`src/afat_pkg.sv`:
```
`timescale 1ns / 1ps
// Shared types and constants for the animation frame lookup block.
// No dependencies; used by afat_rem and animation_frame_at_tick.
package afat_pkg;

   localparam int MAX_FRAMES_DEF = 256;

   localparam int CMD_W   = 1;
   localparam int SLOT_W  = 8;
   localparam int DUR_W   = 16;
   localparam int MAP_W   = 16;
   localparam int TICK_W  = 31;
   localparam int FRAME_W = 8;
   localparam int COUNT_W = 9;
   // 256 frames of at most 65535 ticks each stay below 2**24
   localparam int SUM_W   = 24;

   localparam int CSR_IDX_W  = 2;
   localparam int CSR_DATA_W = 9;

   localparam logic [CMD_W-1:0] CMD_LOAD  = 1'b0;
   localparam logic [CMD_W-1:0] CMD_QUERY = 1'b1;

   localparam logic [CSR_IDX_W-1:0] CSR_FRAME_TOTAL = 2'd0;
   localparam logic [CSR_IDX_W-1:0] CSR_LOOP_FIRST  = 2'd1;
   localparam logic [CSR_IDX_W-1:0] CSR_LOOP_ENABLE = 2'd2;

   typedef struct packed {
      logic [CMD_W-1:0]  cmd;
      logic [SLOT_W-1:0] entry_slot;
      logic [DUR_W-1:0]  entry_duration;
      logic [MAP_W-1:0]  entry_map;
      logic [TICK_W-1:0] query_tick;
   } req_type;

   typedef struct packed {
      logic [FRAME_W-1:0] shown_frame;
      logic [MAP_W-1:0]   shown_map;
   } rsp_type;

   typedef struct packed {
      logic              start;
      logic [TICK_W-1:0] dividend;
      logic [SUM_W-1:0]  divisor;
   } rem_req_type;

endpackage

```
`src/afat_rem.sv`:
```
`timescale 1ns / 1ps
// Bit-serial restoring remainder unit: one quotient bit per cycle.
// Depends on afat_pkg for widths and the request struct.
module afat_rem (
   input  logic                        clock,
   input  logic                        reset,
   input  afat_pkg::rem_req_type       rem_req,
   output logic                        rem_done,
   output logic [afat_pkg::SUM_W-1:0]  rem_value
);

   localparam int CNT_W = $clog2(afat_pkg::TICK_W);

   logic                          busy_ff, busy_in;
   logic                          done_ff, done_in;
   logic [CNT_W-1:0]              cnt_ff, cnt_in;
   logic [afat_pkg::TICK_W-1:0]   dvd_ff, dvd_in;
   logic [afat_pkg::SUM_W-1:0]    dsr_ff, dsr_in;
   logic [afat_pkg::SUM_W-1:0]    rem_ff, rem_in;
   logic [afat_pkg::SUM_W:0]      rem_sh;

   always_comb begin
      busy_in = busy_ff;
      done_in = 1'b0;
      cnt_in  = cnt_ff;
      dvd_in  = dvd_ff;
      dsr_in  = dsr_ff;
      rem_in  = rem_ff;
      rem_sh  = {rem_ff, dvd_ff[afat_pkg::TICK_W-1]};
      if (rem_req.start) begin
         busy_in = 1'b1;
         cnt_in  = '0;
         dvd_in  = rem_req.dividend;
         dsr_in  = rem_req.divisor;
         rem_in  = '0;
      end else if (busy_ff) begin
         // shift in the next dividend bit, subtract when it fits
         if (rem_sh >= {1'b0, dsr_ff}) begin
            rem_in = afat_pkg::SUM_W'(rem_sh - {1'b0, dsr_ff});
         end else begin
            rem_in = rem_sh[afat_pkg::SUM_W-1:0];
         end
         dvd_in = {dvd_ff[afat_pkg::TICK_W-2:0], 1'b0};
         cnt_in = cnt_ff + CNT_W'(1);
         if (cnt_ff == CNT_W'(afat_pkg::TICK_W - 1)) begin
            busy_in = 1'b0;
            done_in = 1'b1;
         end
      end
   end

   always_ff @(posedge clock) begin
      if (reset) begin
         busy_ff <= 1'b0;
         done_ff <= 1'b0;
         cnt_ff  <= '0;
      end else begin
         busy_ff <= busy_in;
         done_ff <= done_in;
         cnt_ff  <= cnt_in;
         dvd_ff  <= dvd_in;
         dsr_ff  <= dsr_in;
         rem_ff  <= rem_in;
      end
   end

   assign rem_done  = done_ff;
   assign rem_value = rem_ff;

   a_rem_below_divisor: assert property (@(posedge clock) disable iff (reset)
      done_ff |-> (rem_ff < dsr_ff))
      else $error("remainder not below divisor");

   a_done_ends_busy: assert property (@(posedge clock) disable iff (reset)
      done_ff |-> !busy_ff)
      else $error("done while still busy");

   a_step_count: assert property (@(posedge clock) disable iff (reset)
      busy_ff |-> (cnt_ff < CNT_W'(afat_pkg::TICK_W)))
      else $error("step count past dividend width");

endmodule

```
`config.mk`:
```
export PLATFORM = sky130hd
export DESIGN_NAME = afat_rem
export DESIGN_NICKNAME = d
export VERILOG_FILES = /design/src/afat_pkg.sv /design/src/afat_rem.sv
export SDC_FILE = /design/constraint.sdc
export NUM_CORES = 1
export LEC_CHECK = 0
export BUFFER_PORTS_ARGS = -buffer_cell sky130_fd_sc_hd__buf_4
export CORE_UTILIZATION = 35
export DETAILED_ROUTE_END_ITERATION = 6
export HOLD_SLACK_MARGIN = 0.12
export PLACE_DENSITY = 0.66
export SYNTH_ARGS = -nofsm -noshare
export SYNTH_HDL_FRONTEND = slang
export SYNTH_SLANG_ARGS = --single-unit
```
`constraint.sdc`:
```
create_clock -name clock -period 3.2 [get_ports clock]
set_input_delay 0 -clock clock [delete_from_list [all_inputs] [get_ports clock]]
set_output_delay 0 -clock clock [all_outputs]
set_load 0.05 [all_outputs]
```
==> flow_summary.yaml <==
yosys:
  synth_edf_count: 79
  ys.flop_type: "edfxtp_1"
  syn-num-nets: 527
  synth_seq_cells: 86
  ys.warnings.count: 0
  synth.distinct_cells: 60
  syn_avg_cell_area_sq_um: 11.0
  syn_area_sq_um: 4880
  synth_cells: 442
  seq_area_frac_synth_pct: 51.5
  async_reset_ff_share_pct: 0
power:
  power_mw: 3.43
  p_int_mw: 2.35
  p_leak_nw: 2.69
  power_density_nw_per_um2: 522
  swShare_pct: 31.3
  clock_power_share_pct: 29.3
  switchingPower_mw: 1.07
  combPwrFrac_pct: 30.2
  vdd_drop_max_uv: 322
  seqPwrFrac_pct: 40.6
detailed_routing:
  wl_per_cell_microns: 15.0
  vias_per_cell: 5.05
  drc: 0
  drt_wl_total_microns: 11500
  vias: 3862
  ant_nets: 0
  drt-pass1-iter-count: 5
  initialDrtViolationCount: 175
final_layout:
  num_antenna_cells: 0
  layout_commonest_cell: "buf_4"
  fin_nets: 669
  post-route-util_pct: 49.0
  multi_input_area_sq_um: 2180
  syn2layout_area_growth_pct: 34.5
  layout_common_cells: "93 x buf_4, 79 x edfxtp_1, 56 x dlygate4sd3_1, 46 x nand2_1, 40 x a21oi_1"
  fillCellCount: 1210
  area.sequential_sq_um: 2510
  layout-drive-gt1-share_pct: 25.6
critical_path:
  cp.required_ns: 3.39
  path_max_fanout: 10
  startpoint: "rem_value[19]"
  crit_type: "register to register"
  end_kind: "register"
  crit_arrival_ns: 3.17
  timing.rr.start: "rem_value[19]"
  worstSetupStartpointType: "register"
die:
  start_util_pct: 36.4
  rows: 42
  die_w_microns: 120
  dieArea_sq_um: 14400
  ios: 83
  core_sq_um: 13400
  die_h_microns: 120
clock_tree:
  cts_root_buf: "clkbuf_16"
  htree_num_levels: 3
  cts-buffers-inserted: 9
  insertion_delay_ns: 0.35
  post_cts_buffers: 0
  path_clk_slew_ns: 0.06
  clock-sinks: 86
  cts_tree: "done"
  clk_path_buf_depth: 2
flow_run:
  drv_cap: 0
global_routing:
  grt_pass1_wl_microns: 19000
  antenna_found_initial: 0
  grt_overflow: 0
  track_usage_pct: 17.0
  grt_pass1_vias: 4030
  grt_max_degree: 56
timing:
  clock_skew_ns: 0.00832
  final.setup.tns_ns: 0
  finalMaxSlewViolations: 0
  hold_violations: 0
  relSlewSlack_pct: 56.1
  max_freq_ghz: 0.336
  finalCritPeriodShare_pct: 93.0
  finalSetupViolCount: 0
  worst_slew_pin_slew_ns: 0.658
  period_needed_ns: 2.98
  rsz0062_at_grt: "no"
outcome:
  status: "completed"
placed_design:
  routabilityCongestion: 0.912
  io_buffers: 82
  hpwl_microns: 7860
hold_path:
  min_path_type: "primary input to register"
  min_from: "rem_req[55]"
## synthesized netlist by cell type (5+ instances only)
cell type  number  area [sq um]
edfxtp_1       79          2370
nand2_1        46           173
a21oi_1        40           200
inv_1          31           116
mux2_2         30           338
ha_1           26           325
nor2_1         25          93.8
o21ai_0        13          65.1
xor2_1         11          96.3
a21o_1         10          75.1
nand3_1        10          50.1
nand4_1         9          56.3
buf_2           7          35.0
dfxtp_1         7           140
xnor2_1         7          61.3
a211oi_1        6          45.0
clkbuf_1        6          22.5
nor3_1          6          30.0
and2_1          5          31.3
and3_1          5          31.3
nand2b_1        5          31.3
## what timing repair did
item                                    in CTS  in global routing
endpoints found under the setup margin       0                  1
gates resized for setup                      0                  1
hold buffers                                56                  0
endpoints found under the hold margin       74                  0
## critical path: stages (launching register included)
cell,delay (ns)
edfxtp_1,0.46
ha_1,0.45
nand3_2,0.17
nor4_1,0.33
nand4_1,0.15
a21oi_1,0.24
o32ai_2,0.15
buf_4,0.20
or4_1,0.53
a21oi_1,0.15
## through the flow
step	std cells	hold WS, ns	instance area (sq um)	setup WS, ns
2_1_floorplan	442	0.0728	4880	0.307
3_3_place_gp	693	0.179	5720	0.276
6_report	765	0.143	6560	0.223
3_5_place_dp	693	0.179	5720	0.181
5_1_grt	765	0.154	6560	0.0124
4_1_cts	765	0.129	6560	0.143
## cell type report
type / instances / share of cell area, %
flip-flops and latches: 86 / 38.3
multi-input cells: 307 / 33.2
repair buffers: 149 / 19.2
clock buffers: 13 / 3.98
well taps: 176 / 3.36
inverters: 31 / 1.77
clock inverters: 3 / 0.267
## power by group through the flow
stage | clock (mW) | combinational, mW | sequential, mW
after global placement | 0 | 0.956 | 1.41
after CTS | 1.03 | 1.03 | 1.39
final | 1.00 | 1.03 | 1.39
after floorplan | 0 | 0.594 | 1.52
after global routing | 1.08 | 1.14 | 1.40
after detailed placement | 0 | 0.969 | 1.41
## registers in the layout, summed over array words and instances, names as in the netlist
signal and cells:
dvd_ff 31, dsr_ff 24, rem_value 24, cnt_ff 5, busy_ff 1, rem_done 1
## cell families (layout without fill, tap and decap cells)
logic type                 count (synthesis)  in the layout  share of synthesized area, %
buffers and inverters                     49            196                          4.18
adders and majority gates                 27             27                          7.08
AOI/OAI and AO/OA                         99             99                          13.5
muxes                                     33             33                          7.54
xor gates and xnor gates                  18             18                          3.23
and+or+nand+nor                          130            130                          13.0
DFF                                       86             86                          51.5
## final timing paths
kind                                       to  slack, ns  depth (start not counted)
worst max register to register  rem_value[21]       0.22                          9
worst min register to register      cnt_ff[4]       0.53                          2
worst min-delay path                  busy_ff       0.14                          3
worst max-delay path            rem_value[21]       0.22                          9
## metal layers
| metal | global-route usage (%) | wire, microns | vias to the layer above |
|---|---|---|---|
| met3 | 6.32 | 654 | 15 |
| met5 | 0 | 0 | - |
| li1 | - | - | 1911 |
| met2 | 28.2 | 5710 | 110 |
| met1 | 19.7 | 4880 | 1826 |
| met4 | 6.64 | 214 | 0 |
Note: power is estimated with default switching activity, not from simulation.
